===== src/umep_pkg.sv =====
// Package with shared types and constants of the USB-MIDI event packer.
`timescale 1ns / 1ps
package umep_pkg;

	localparam int QUEUE_DEPTH = 4;

	localparam logic       ACT_SHORT = 1'b0;
	localparam logic       ACT_SYSEX = 1'b1;

	localparam logic [3:0] CODE_SYSEX_START     = 4'h4;
	localparam logic [3:0] CODE_SYSEX_END_ONE   = 4'h5;
	localparam logic [3:0] CODE_SYSEX_END_TWO   = 4'h6;
	localparam logic [3:0] CODE_SYSEX_END_THREE = 4'h7;

	localparam logic [1:0] HELD_EMPTY = 2'd0;
	localparam logic [1:0] HELD_ONE   = 2'd1;
	localparam logic [1:0] HELD_TWO   = 2'd2;
	localparam logic [1:0] HELD_FULL  = 2'd3;

	typedef struct packed {
		logic [7:0] header;
		logic [7:0] data_one;
		logic [7:0] data_two;
		logic [7:0] data_three;
		logic       run_end;
	} pkt_t;

	// One queue entry: the packets caused by one item, one or two of them.
	typedef struct packed {
		pkt_t first;
		pkt_t second;
		logic two;
	} cmd_t;

	typedef struct packed {
		logic wr;
		cmd_t cmd;
	} wr_req_t;

	typedef struct packed {
		logic avail;
		cmd_t cmd;
	} rd_side_t;

endpackage


===== src/umep_front.sv =====
// Front part: accepts items, tracks the SysEx group and builds packet commands.
`timescale 1ns / 1ps
module umep_front (
	input  logic             clk,
	input  logic             arst_n,
	input  logic             accept,
	input  logic             action,
	input  logic [4:0]       cable,
	input  logic [7:0]       byte_a,
	input  logic [7:0]       byte_b,
	input  logic [7:0]       byte_c,
	input  logic [1:0]       msg_len,
	input  logic             end_of_sysex,
	output umep_pkg::wr_req_t req
);
	import umep_pkg::*;

	logic [7:0] held_q [3];
	logic [7:0] held_nx [3];
	logic [1:0] held_count_q;
	logic       start_sent_q;
	logic [3:0] cn;
	logic [1:0] len_eff;
	logic       flush;
	logic [1:0] cnt_a;
	logic [1:0] cnt_b;
	logic       start_a;
	logic       send_end;
	logic [3:0] end_code;
	pkt_t       short_pkt;
	pkt_t       start_pkt;
	pkt_t       end_pkt;
	logic       sysex_acc;

	assign cn        = cable[3:0] + 4'hF;
	assign len_eff   = (msg_len == 2'd0) ? 2'd1 : msg_len;
	assign sysex_acc = accept && (action == ACT_SYSEX);

	assign flush   = (held_count_q == HELD_FULL);
	assign cnt_a   = flush ? HELD_EMPTY : held_count_q;
	assign cnt_b   = cnt_a + 2'd1;
	assign start_a = start_sent_q || flush;
	assign send_end = end_of_sysex && (start_a || (cnt_b == HELD_FULL));

	always_comb begin
		for (int i = 0; i < 3; i++) begin
			held_nx[i] = (cnt_a == 2'(i)) ? byte_a : held_q[i];
		end
	end

	always_comb begin
		case (cnt_b)
			HELD_ONE:  end_code = CODE_SYSEX_END_ONE;
			HELD_TWO:  end_code = CODE_SYSEX_END_TWO;
			HELD_FULL: end_code = CODE_SYSEX_END_THREE;
			default:   end_code = CODE_SYSEX_END_ONE;
		endcase
	end

	always_comb begin
		short_pkt.header     = {cn, byte_a[7:4]};
		short_pkt.data_one   = byte_a;
		short_pkt.data_two   = (len_eff >= 2'd2) ? byte_b : 8'h00;
		short_pkt.data_three = (len_eff >= 2'd3) ? byte_c : 8'h00;
		short_pkt.run_end    = 1'b1;

		start_pkt.header     = {cn, CODE_SYSEX_START};
		start_pkt.data_one   = held_q[0];
		start_pkt.data_two   = held_q[1];
		start_pkt.data_three = held_q[2];
		start_pkt.run_end    = !end_of_sysex;

		end_pkt.header       = {cn, end_code};
		end_pkt.data_one     = held_nx[0];
		end_pkt.data_two     = (cnt_b >= HELD_TWO) ? held_nx[1] : 8'h00;
		end_pkt.data_three   = (cnt_b >= HELD_FULL) ? held_nx[2] : 8'h00;
		end_pkt.run_end      = 1'b1;
	end

	always_comb begin
		req.wr         = 1'b0;
		req.cmd.first  = short_pkt;
		req.cmd.second = end_pkt;
		req.cmd.two    = 1'b0;
		if (accept) begin
			if (action == ACT_SHORT) begin
				req.wr = 1'b1;
			end else if (flush) begin
				req.wr        = 1'b1;
				req.cmd.first = start_pkt;
				req.cmd.two   = send_end;
			end else if (send_end) begin
				req.wr        = 1'b1;
				req.cmd.first = end_pkt;
			end
		end
	end

	always_ff @(posedge clk or negedge arst_n) begin
		if (!arst_n) begin
			held_count_q <= HELD_EMPTY;
			start_sent_q <= 1'b0;
		end else if (sysex_acc) begin
			if (end_of_sysex) begin
				held_count_q <= HELD_EMPTY;
				start_sent_q <= 1'b0;
			end else begin
				held_count_q <= cnt_b;
				start_sent_q <= start_a;
			end
		end
	end

	always_ff @(posedge clk) begin
		if (sysex_acc) begin
			held_q <= held_nx;
		end
	end

	// A group went out, so at least the byte after it is held.
	a_start_has_bytes: assert property (@(posedge clk) disable iff (!arst_n)
		start_sent_q |-> (held_count_q != HELD_EMPTY))
		else $error("start flag set with no held bytes");

	a_short_keeps_sysex: assert property (@(posedge clk) disable iff (!arst_n)
		(accept && (action == ACT_SHORT)) |=>
			(held_count_q == $past(held_count_q)) && (start_sent_q == $past(start_sent_q)))
		else $error("short message disturbed SysEx state");

endmodule


===== src/umep_queue.sv =====
// Command queue between the front and back parts.
`timescale 1ns / 1ps
module umep_queue #(
	parameter int Depth = umep_pkg::QUEUE_DEPTH
) (
	input  logic               clk,
	input  logic               arst_n,
	input  umep_pkg::wr_req_t  req,
	output logic               full,
	input  logic               rd,
	output umep_pkg::rd_side_t head
);
	import umep_pkg::*;

	localparam int AW = (Depth > 1) ? $clog2(Depth) : 1;
	localparam int CW = $clog2(Depth + 1);

	cmd_t          mem [Depth];
	logic [AW-1:0] wr_ptr_q;
	logic [AW-1:0] rd_ptr_q;
	logic [CW-1:0] cnt_q;
	logic          do_wr;
	logic          do_rd;

	assign full       = (cnt_q == CW'(Depth));
	assign head.avail = (cnt_q != '0);
	assign head.cmd   = mem[rd_ptr_q];
	assign do_wr      = req.wr && !full;
	assign do_rd      = rd && head.avail;

	always_ff @(posedge clk or negedge arst_n) begin
		if (!arst_n) begin
			wr_ptr_q <= '0;
			rd_ptr_q <= '0;
			cnt_q    <= '0;
		end else begin
			if (do_wr) begin
				wr_ptr_q <= (wr_ptr_q == AW'(Depth - 1)) ? '0 : wr_ptr_q + 1'b1;
			end
			if (do_rd) begin
				rd_ptr_q <= (rd_ptr_q == AW'(Depth - 1)) ? '0 : rd_ptr_q + 1'b1;
			end
			if (do_wr && !do_rd) begin
				cnt_q <= cnt_q + 1'b1;
			end else if (do_rd && !do_wr) begin
				cnt_q <= cnt_q - 1'b1;
			end
		end
	end

	always_ff @(posedge clk) begin
		if (do_wr) begin
			mem[wr_ptr_q] <= req.cmd;
		end
	end

	a_cnt_bound: assert property (@(posedge clk) disable iff (!arst_n)
		cnt_q <= CW'(Depth))
		else $error("queue count above depth");

endmodule


===== src/umep_back.sv =====
// Back part: takes commands from the queue and sends their packets one per cycle while pop is high.
`timescale 1ns / 1ps
module umep_back (
	input  logic               clk,
	input  logic               arst_n,
	input  umep_pkg::rd_side_t head,
	output logic               rd,
	output logic               empty,
	input  logic               pop,
	output umep_pkg::pkt_t     pkt
);
	import umep_pkg::*;

	cmd_t cmd_q;
	logic cmd_valid_q;
	logic phase_q;
	logic take;
	logic advance;
	logic load;

	assign empty   = !cmd_valid_q;
	assign take    = pop && cmd_valid_q;
	assign advance = take && cmd_q.two && !phase_q;
	assign load    = !cmd_valid_q || (take && !advance);
	assign rd      = load && head.avail;
	assign pkt     = phase_q ? cmd_q.second : cmd_q.first;

	always_ff @(posedge clk or negedge arst_n) begin
		if (!arst_n) begin
			cmd_valid_q <= 1'b0;
			phase_q     <= 1'b0;
		end else if (load) begin
			cmd_valid_q <= head.avail;
			phase_q     <= 1'b0;
		end else if (advance) begin
			phase_q <= 1'b1;
		end
	end

	always_ff @(posedge clk) begin
		if (load) begin
			cmd_q <= head.cmd;
		end
	end

	a_phase_only_on_pair: assert property (@(posedge clk) disable iff (!arst_n)
		phase_q |-> (cmd_valid_q && cmd_q.two))
		else $error("second packet shown without a packet pair");

endmodule


===== src/usb_midi_event_packer.sv =====
// Top level of the USB-MIDI event packer.
//
//  channel  | handshake          | fields
//  ---------+--------------------+------------------------------------------------
//  input    | push / full        | action cable byte_a byte_b byte_c msg_len end_of_sysex
//  result   | pop / empty        | header data_one data_two data_three run_end
//
// One item is taken per cycle while not full; the front part builds its packets in the same
// cycle. The back part sends one packet per cycle while pop is high, so a final SysEx byte
// that also flushes a full group yields two packets; the queue of QueueDepth commands
// absorbs this. Reset clears the queue pointers, the SysEx count and start flag, and
// the result valid. full is high while the queue holds QueueDepth commands; pop low holds the result.
`timescale 1ns / 1ps
module usb_midi_event_packer #(
	parameter int QueueDepth = umep_pkg::QUEUE_DEPTH
) (
	input  logic       clk,
	input  logic       arst_n,
	input  logic       push,
	output logic       full,
	input  logic       action,
	input  logic [4:0] cable,
	input  logic [7:0] byte_a,
	input  logic [7:0] byte_b,
	input  logic [7:0] byte_c,
	input  logic [1:0] msg_len,
	input  logic       end_of_sysex,
	output logic       empty,
	input  logic       pop,
	output logic [7:0] header,
	output logic [7:0] data_one,
	output logic [7:0] data_two,
	output logic [7:0] data_three,
	output logic       run_end
);
	import umep_pkg::*;

	wr_req_t  req;
	rd_side_t head;
	logic     rd;
	logic     accept;
	pkt_t     pkt;

	assign accept = push && !full;

	umep_front u_front (
		.clk          (clk),
		.arst_n       (arst_n),
		.accept       (accept),
		.action       (action),
		.cable        (cable),
		.byte_a       (byte_a),
		.byte_b       (byte_b),
		.byte_c       (byte_c),
		.msg_len      (msg_len),
		.end_of_sysex (end_of_sysex),
		.req          (req)
	);

	umep_queue #(
		.Depth (QueueDepth)
	) u_queue (
		.clk    (clk),
		.arst_n (arst_n),
		.req    (req),
		.full   (full),
		.rd     (rd),
		.head   (head)
	);

	umep_back u_back (
		.clk    (clk),
		.arst_n (arst_n),
		.head   (head),
		.rd     (rd),
		.empty  (empty),
		.pop    (pop),
		.pkt    (pkt)
	);

	assign header     = pkt.header;
	assign data_one   = pkt.data_one;
	assign data_two   = pkt.data_two;
	assign data_three = pkt.data_three;
	assign run_end    = pkt.run_end;

endmodule

===== config.mk =====
export PLATFORM = sky130hd
export DESIGN_NAME = usb_midi_event_packer
export DESIGN_NICKNAME = d
export VERILOG_FILES = /design/src/umep_pkg.sv /design/src/umep_front.sv /design/src/umep_queue.sv /design/src/umep_back.sv /design/src/usb_midi_event_packer.sv
export SDC_FILE = /design/constraint.sdc
export NUM_CORES = 1
export LEC_CHECK = 0
export ABC_AREA = 1
export BUFFER_PORTS_ARGS = -buffer_cell sky130_fd_sc_hd__buf_4
export CORE_AREA = 2 2 136 165
export CTS_CLUSTER_SIZE = 40
export DETAILED_ROUTE_END_ITERATION = 10
export DIE_AREA = 0 0 138 167
export HOLD_SLACK_MARGIN = 0.08
export PLACE_DENSITY = 0.83
export SYNTH_ARGS = -nofsm -noshare
export SYNTH_HDL_FRONTEND = slang
export SYNTH_SLANG_ARGS = --single-unit
export TNS_END_PERCENT = 50

===== constraint.sdc =====
create_clock -name clk -period 6.85 [get_ports clk]
set_clock_uncertainty 0.15 [all_clocks]
set_input_delay 0.685 -clock clk [delete_from_list [all_inputs] [get_ports clk]]
set_output_delay 0.685 -clock clk [all_outputs]
set_load 0.02 [all_outputs]

Yosys cells after proc, flatten, opt, wreduce, memory -nomap -nowiden
Memory sizes are Yosys's and may differ from the RTL's. A register that Yosys moved wholly into a read port is not among the register bits.
Index checks and enable logic that the tools add are counted.
Operators by class
  add/subtract/negate cells: 6
  $lt $le $gt $ge: 4
  eq/ne operators: 8
  mux-type cells: 29
  reductions and logical operators: 27
Operators with widths (count)
  $mux 34: 3
  $mux 33: 2
  $mux 8: 7
  $eq 2x2->1 const B: 6
  $logic_and 1x1->1: 12
  $mux 2: 5
  $mux 1: 9
  $ge 2x2->1 const B: 4
  $logic_not 1->1: 7
  $add 2x1->2 const B: 3
  $mux 3: 2
  $add 4x4->4 const B: 1
  $logic_not 2->1: 2
  $pmux 2 s2: 1
  $reduce_bool 2->1: 2
  $add 3x1->3 const B: 1
  $eq 3x3->1 const B: 1
  $logic_or 1x1->1: 3
  $reduce_bool 3->1: 1
  $sub 3x1->3 const B: 1
  $eq 2x1->1 const B: 1
Word-level totals
  flip-flop bits (word level): 45
  bits in writable memories: 256
  input port bits: 37
  logic and storage cells: 87
  memories kept: 1
Memory list
  u_queue.mem: words 4, bits a word 64, read ports 1, clocked after memory_dff 1, write ports 1, RTL line umep_queue.sv:18  | cmd_t mem [Depth];

Logic depth before layout (Yosys ltp)
Gate-level depths: netlist (run 1).
  depth after elaboration: 15
  mapped depth: 14

Modules after synthesis
From an unflattened synthesis (run 1), not the netlist that was laid out.
Unflattened totals
  cells, all modules: 1371
  area, all modules: 15967.8 µm²
By module, submodules not included
  umep_queue: instances 1, cells an instance 842, area each 11150.7 µm²
  umep_back: instances 1, cells an instance 185, area each 2557.5 µm²
  umep_front: instances 1, cells an instance 342, area each 2249.7 µm²
  usb_midi_event_packer: instances 1, cells an instance 2, area each 10.0 µm²

Worst setup path after synthesis (run 1)
Ideal clock, no wire load.
  path type: register to register
  start: register u_front.held_count_q[0]
  end: memory u_queue.mem[0][0] in the netlist's numbering (enable)
  arrival time: 3.586 ns
  path slack: 2.636 ns
  stages on the path, launching flop included: 9
  buffers on the path: 0
  clock period less this slack: 4.214 ns
  path through: dfrtp_1 -> inv_1 -> ha_1 -> inv_2 -> nand2_2 -> nand2_2 -> nand3_1 -> nand2_2 -> nor2_1
Between the ends
  longest elaborated chain between the ends: 13
  elaborated cells on any way between the ends: 14
  classes of those cells: add/sub: 1; eq/ne: 2; mux: 7; reduce/logical: 4
RTL lines
  from (decl): RTL line umep_front.sv:20  | logic [1:0] held_count_q;
  from (signal assigned): RTL line umep_front.sv:108  | held_count_q <= cnt_b;
  $eq 2x2->1: RTL line umep_front.sv:39  | assign flush = (held_count_q == HELD_FULL);
  $mux 2: RTL line umep_front.sv:40  | assign cnt_a = flush ? HELD_EMPTY : held_count_q;
  $add 2x1->2: RTL line umep_front.sv:41  | assign cnt_b = cnt_a + 2'd1;
  $eq 2x2->1: RTL line umep_front.sv:43  | assign send_end = end_of_sysex && (start_a || (cnt_b == HELD_FULL));
  $logic_or 1x1->1: RTL line umep_front.sv:43
  $logic_and 1x1->1: RTL line umep_front.sv:43
  $mux 34: RTL line umep_front.sv:92  | end else if (send_end) begin
  $mux 34 *: RTL line umep_front.sv:88  | end else if (flush) begin
  $mux 1 *: RTL line umep_front.sv:86  | if (action == ACT_SHORT) begin
  $mux 34 *: RTL line umep_front.sv:85  | if (accept) begin
  $logic_and 1x1->1 *: RTL line umep_queue.sv:28  | assign do_wr = req.wr && !full;
  $mux 1 *: RTL line umep_queue.sv:52  | if (do_wr) begin
  $mux 1 (implied by the code) *: RTL line umep_queue.sv:53  | mem[wr_ptr_q] <= req.cmd;
  to (decl): RTL line umep_queue.sv:18
Every way passes the cells marked *; elsewhere a longest branch is shown, timed or not.

Worst setup path after layout (run 1)
  start: register u_front.held_count_q[0]
  end: memory u_queue.mem[2][42] in the netlist's numbering (enable)
The elaborated chain is that of the path after synthesis.

==> impl_metrics.env, run 1 <==
export IMPL_reg2reg_depth=9
export IMPL_worst_slew_pin_slew_ns=0.986
export IMPL_place_inst=1438
export IMPL_cts_sinks=336
export IMPL_start_util_pct=64.3
export IMPL_startpoint_type="flip-flop"
export IMPL_grt_pass1_wl_um=47300
export IMPL_fin_cells=1495
export IMPL_synthesis_nets=1189
export IMPL_synth_top_area_share_pct=70.7
export IMPL_firstDrtPassIters=5
export IMPL_syn_area_um2=13800
export IMPL_maxSlewHeadroom_pct=34.3
export IMPL_postSynthCellCount=1140
export IMPL_antenna_found_initial=0
export IMPL_rsz0062_at_grt="no"
export IMPL_wl_um=30500
export IMPL_die_h_um=167
export IMPL_fin_crit_sh_pct=48.9
export IMPL_track_usage_pct=26.3
export IMPL_syn_to_final_growth_pct=11.8
export IMPL_finalMaxSlewViolations=0
export IMPL_cp_startpoint="u_front.held_count_q[0]$_DFFE_PN0P_"
export IMPL_htreeDepth=1
export IMPL_holdWs_ns=0.272
export IMPL_clockBufferDepth=3
export IMPL_ff2ff_setup_slack_ns=3.50
export IMPL_io_pins=72
export IMPL_clk_pin_slew_ns=0.06
export IMPL_gr_total_overflow=0
export IMPL_ys_seq_elements=336
export IMPL_hpwl_um=16800
export IMPL_drive_gt1_share_pct=12.7
export IMPL_numPortBuffers=70
export IMPL_ant_nets=0
export IMPL_routabilityCongestion=0.817
export IMPL_yosys_area_top_type="edfxtp_1"
export IMPL_nets=1247
export IMPL_routedWlPerCell_um=20.4
export IMPL_synth_distinct_cells=31
export IMPL_first_iter_violations=1074
export IMPL_clockRootBuffer="clkbuf_16"
export IMPL_finalSetupViolCount=0
export IMPL_cap_violations=0
export IMPL_ys_seq_area_share_pct=72.8
export IMPL_synth_area_leaders="edfxtp_1 (71%), nand2_1 (6.6%), nor2_1 (4.6%)"
export IMPL_diodes=0
export IMPL_crit_type="flip-flop to flip-flop"
export IMPL_arrival_ns=3.39
export IMPL_grt_pass1_vias=9064
export IMPL_rows=59
export IMPL_clk_latency_ns=0.56
export IMPL_cellPowerDensity_nw_per_um2=465
export IMPL_grt_max_degree=81
export IMPL_fin_crit_ns=3.35
export IMPL_vias_per_cell=6.05
export IMPL_critPathCapture="u_queue.mem[2][42]$_DFFE_PP_"
export IMPL_hold_viol_final=0
export IMPL_hold_path_class="primary input to flip-flop"
export IMPL_dieArea_um2=23000
export IMPL_drc=0
export IMPL_numCtsBuffers=31
export IMPL_status="completed"
export IMPL_cts_tree="built"
export IMPL_p_leak_nw=5.90
export IMPL_cp_data_required_time_ns=6.89
export IMPL_r2r_start="u_front.held_count_q[0]$_DFFE_PN0P_"
export IMPL_core_um2=21400
export IMPL_path_max_fanout=40
export IMPL_syn_area_per_cell_um2=12.1
export IMPL_fmax_mhz=299
export IMPL_peakVddDrop_mv=0.349
export IMPL_worstReg2RegEnd="u_queue.mem[2][42]$_DFFE_PP_"
export IMPL_yosys_warnings=0
export IMPL_die_w_um=138
export IMPL_num_vias=9041
export IMPL_critPathCaptureType="flip-flop"
export IMPL_fin_setup_tns_ns=0
==> state kept, by name (all words and copies together), names as in the netlist <==
register,count
u_front.start_sent_q,1
u_back.cmd_valid_q,1
u_back.phase_q,1
u_queue.wr_ptr_q,2
u_back.cmd_q,60
u_front.held_count_q,2
u_queue.cnt_q,3
u_queue.mem,240
u_front.held_q,24
u_queue.rd_ptr_q,2
==> critical path, cell delays in order, from the launching register on <==
cell	delay (ns)
dfrtp_1	0.40
inv_1	0.11
ha_1	0.26
inv_2	0.10
nand2_2	0.10
nand2_2	0.19
nand3_1	0.14
nand2_2	0.18
nor2_4	0.63
buf_4	0.66
==> synthesized netlist by cell type, drive strengths merged <==
cell	number
ha	11
clkbuf	27
nand3	15
o21a	1
nor3	4
o21ai	145
dfrtp	12
edfxtp	324
or2	3
xor2	3
o22ai	60
fa	1
mux2	1
nand2	248
nor2	174
xnor2	1
nand4	1
a21oi	7
inv	71
buf	31
==> final cells by class <==
cell class	count	area, um2
tap	274	343
multi-input combinational	675	3160
fill	1374	6010
clock buffer	35	791
clock inverter	21	178
sequential	336	10000
timing repair buffer	83	626
inverter	71	268
==> per-layer routing <==
metal	track usage (%)	wire (um)
met1	33.8	11400
met2	44.5	15300
met3	3.65	2570
met4	12.9	1140
met5	0	0
==> power by group <==
part	internal, W	switching (W)
Clock	0.000937	0.000725
Combinational	0.000655	0.00162
Sequential	0.00303	0.000191
Total	0.00462	0.00254
==> how the worst min path moves through the flow <==
| stage | start | to | slack [ns] | depth (start not counted) |
|---|---|---|---|---|
| 2_1_floorplan | arst_n | u_back.cmd_valid_q$_DFFE_PN0N_ | 0.24 | 0 |
| 3_3_place_gp | u_front.start_sent_q$_DFFE_PN0P_ | u_front.start_sent_q$_DFFE_PN0P_ | 0.32 | 1 |
| 3_5_place_dp | u_front.start_sent_q$_DFFE_PN0P_ | u_front.start_sent_q$_DFFE_PN0P_ | 0.33 | 1 |
| 4_1_cts | end_of_sysex | u_front.start_sent_q$_DFFE_PN0P_ | 0.27 | 3 |
| 5_1_grt | end_of_sysex | u_front.start_sent_q$_DFFE_PN0P_ | 0.28 | 3 |
| 6_report | end_of_sysex | u_front.start_sent_q$_DFFE_PN0P_ | 0.27 | 3 |
==> cells by family after synthesis <==
logic type                 after synthesis  share of synthesized area (%)
buffers and inverters                  129                           4.46
adders and majority gates               12                           1.14
DFF                                    336                           72.8
AOI/OAI and AO/OA                      213                           8.30
and+or+nand+nor                        445                           12.9
muxes                                    1                         0.0818
xor gates and xnor gates                 4                          0.254
==> through the flow <==
step / util [%] / power (W) / setup WS [ns] / area, um2
3_5_place_dp: 67.4 / 0.00549 / 3.53 / 14400
5_1_grt: 71.9 / 0.00750 / 3.37 / 15400
4_1_cts: 71.9 / 0.00714 / 3.55 / 15400
2_1_floorplan: - / 0.00476 / 2.64 / 13800
6_report: 71.9 / 0.00716 / 3.50 / 15400
3_3_place_gp: 67.4 / 0.00537 / 3.62 / 14400
==> what timing repair did <==
action                    4_1_cts  5_1_grt
setup buffers                   0        0
hold endpoints to repair       12        0
hold buffers                    1        0
resized for setup               0        0
==> layout by cell type, fill, tap and decap left out, drive strengths merged <==
cell,n
o21a,1
o21ai,145
clkbuf,35
nand3,15
o22ai,60
inv,71
dfrtp,12
xnor2,1
dlygate4sd3,1
xor2,3
fa,1
mux2,1
a21oi,7
nand2,248
nor3,4
clkinv,18
nor2,174
ha,11
or2,3
edfxtp,324
bufinv,3
nand4,1
buf,82
Power figures use the tool's default switching activity.
==> run 2, diff against run 1 <==
--- a/config.mk
+++ b/config.mk
@@ -7,12 +7,12 @@
 export LEC_CHECK = 0
 export ABC_AREA = 1
 export BUFFER_PORTS_ARGS = -buffer_cell sky130_fd_sc_hd__buf_4
-export CORE_AREA = 2 2 136 165
+export CORE_AREA = 2 2 141 170
 export CTS_CLUSTER_SIZE = 40
 export DETAILED_ROUTE_END_ITERATION = 10
-export DIE_AREA = 0 0 138 167
+export DIE_AREA = 0 0 143 172
 export HOLD_SLACK_MARGIN = 0.08
-export PLACE_DENSITY = 0.83
+export PLACE_DENSITY = 0.78
 export SYNTH_ARGS = -nofsm -noshare
 export SYNTH_HDL_FRONTEND = slang
 export SYNTH_SLANG_ARGS = --single-unit
==> constraint.sdc (replaced) <==
create_clock -name clk -period 3.1 [get_ports clk]
set_clock_uncertainty 0.15 [all_clocks]
set_input_delay 0.31 -clock clk [delete_from_list [all_inputs] [get_ports clk]]
set_output_delay 0.31 -clock clk [all_outputs]
set_load 0.02 [all_outputs]
==> impl_metrics.env, run 2 (same netlist as run 1, synthesis figures left out) <==
export IMPL_fmax_mhz=363
export IMPL_peakVddDrop_mv=0.608
export IMPL_startpoint_type="flip-flop"
export IMPL_clockBufferDepth=3
export IMPL_power_frac_seq_pct=43.8
export IMPL_reg_top3="u_queue.mem: 240 flops, u_back.cmd_q: 60 flops, u_front.held_q: 24 flops"
export IMPL_wl_met3_um=2050
export IMPL_diodes=0
export IMPL_seqCellArea_um2=10000
export IMPL_final_cell_area_um2=15800
export IMPL_numCtsBuffers=30
export IMPL_cp_data_required_time_ns=3.37
export IMPL_syn_to_final_growth_pct=14.5
export IMPL_num_vias=8820
export IMPL_highest_layer="met4"
export IMPL_rows=61
export IMPL_place_area_um2=14600
export IMPL_htreeDepth=1
export IMPL_io_pins=72
export IMPL_firstDrtPassIters=5
export IMPL_first_iter_violations=1059
export IMPL_cap_violations=0
export IMPL_numPortBuffers=70
export IMPL_dieArea_um2=24600
export IMPL_core_um2=23000
export IMPL_fin_crit_sh_pct=88.9
export IMPL_status="completed"
export IMPL_nFillCells=1596
export IMPL_largest_reg_flops=240
export IMPL_power_switching_w=0.00551
export IMPL_final_common_cell="edfxtp_1"
export IMPL_cts_setup_buffers=0
export IMPL_grt_max_degree=65
export IMPL_arrival_ns=3.03
export IMPL_p_int_w=0.0105
export IMPL_cellPowerDensity_nw_per_um2=1010
export IMPL_clockRootBuffer="clkbuf_16"
export IMPL_cts_tree="built"
export IMPL_total_power_w=0.0160
export IMPL_nets=1267
export IMPL_gr_total_overflow=0
export IMPL_clk_pin_slew_ns=0.06
export IMPL_critPathCaptureType="flip-flop"
export IMPL_wl_met1_um=11500
export IMPL_finalSetupViolCount=0
export IMPL_crit_type="flip-flop to flip-flop"
export IMPL_ant_nets=0
export IMPL_multi_input_area_um2=3160
export IMPL_grt_pass1_wl_um=45300
export IMPL_vias_per_cell=5.66
export IMPL_hpwl_um=17100
export IMPL_routabilityCongestion=0.831
export IMPL_swShare_pct=34.5
export IMPL_pwr_share_clk_pct=23.9
export IMPL_track_usage_pct=24.2
export IMPL_p_leak_nw=6.02
export IMPL_regMostFlops="u_queue.mem"
export IMPL_maxSlewHeadroom_pct=36.8
export IMPL_die_h_um=172
export IMPL_p_comb_share_pct=32.2
export IMPL_finalMaxSlewViolations=0
export IMPL_drive_gt1_share_pct=13.4
export IMPL_grt_pass1_vias=8636
export IMPL_hold_viol_final=0
export IMPL_die_w_um=143
export IMPL_rsz0062_at_grt="no"
export IMPL_routedWlPerCell_um=18.9
export IMPL_fin_setup_tns_ns=0
export IMPL_antenna_found_initial=0
export IMPL_wl_um=29500
export IMPL_clk_latency_ns=0.55
export IMPL_drc=0
export IMPL_path_max_fanout=12
export IMPL_fin_crit_ns=2.75
export IMPL_layout_common_cells="edfxtp_1 (324), nand2_1 (240), nor2_1 (166), o21ai_0 (101), buf_4 (85)"
export IMPL_start_util_pct=59.9
export IMPL_hold_path_class="primary input to flip-flop"
export IMPL_cts_sinks=336
export IMPL_worst_slew_pin_slew_ns=0.948
export IMPL_route_met2_wl_um=15100
## run 2: worst max-delay path: stages, from the launching register on
cell and delay, ns:
dfrtp_1 0.41, inv_1 0.12, ha_1 0.25, inv_2 0.09, nand2_2 0.09, nand2_2 0.16
nand3_1 0.13, nand2_2 0.07, inv_1 0.08, ha_1 0.14, inv_1 0.07, fa_1 0.44
a21oi_1 0.15, o21ai_0 0.11, xor2_1 0.15
## run 2: final timing paths
kind,start,to,slack (ns),cells past startpoint
worst max register to register,u_front.held_count_q[0]$_DFFE_PN0P_,u_queue.cnt_q[2]$_DFFE_PN0P_,0.35,14
worst min-delay path,action,u_queue.wr_ptr_q[1]$_DFFE_PN0P_,0.08,6
worst max-delay path,u_front.held_count_q[0]$_DFFE_PN0P_,u_queue.cnt_q[2]$_DFFE_PN0P_,0.35,14
worst min register to register,u_front.start_sent_q$_DFFE_PN0P_,u_front.start_sent_q$_DFFE_PN0P_,0.34,1
min in group asynchronous,arst_n,u_queue.wr_ptr_q[0]$_DFFE_PN0P_,0.70,3
max in group asynchronous,arst_n,u_queue.rd_ptr_q[0]$_DFFE_PN0P_,1.66,3
## run 2: per-layer routing
metal  track usage (%)  vias to the layer above
met4              8.82                        0
met5                 0                        -
met1              32.1                     4255
met3              3.02                       58
li1                  -                     4121
met2              41.6                      386
## run 2: final cells by class
type,instances,area share (%)
Clock buffer,42,5.37
Clock inverter,14,1.16
Inverter,71,1.70
Sequential cell,336,63.7
Tap cell,315,2.50
Timing Repair Buffer,104,5.57
Multi-Input combinational cell,675,20.0
## run 2: metrics by stage
stage	hold slack (ns)	setup WS (ns)	std cells	utilization [%]
finish	0.0835	0.345	1557	68.6
global placement	0.0145	0.452	1487	63.5
detailed placement	0.0144	0.385	1487	63.5
global route	0.103	0.104	1557	68.6
CTS	0.0826	0.356	1557	68.6
floorplan	-0.136	-0.129	1140	-
## run 2: power groups by stage
stage / logic (W) / clock network (W) / registers (W)
after floorplan: 0.00351 / 0 / 0.00700
after global placement: 0.00496 / 0 / 0.00705
after detailed placement: 0.00512 / 0 / 0.00709
after CTS: 0.00517 / 0.00384 / 0.00700
after global routing: 0.00568 / 0.00402 / 0.00709
final: 0.00515 / 0.00382 / 0.00700
## run 2: timing repair
action                     CTS  global route
hold endpoints to repair    60             0
gates resized for setup      0             0
hold buffers                14             0
setup endpoints to repair    0             0
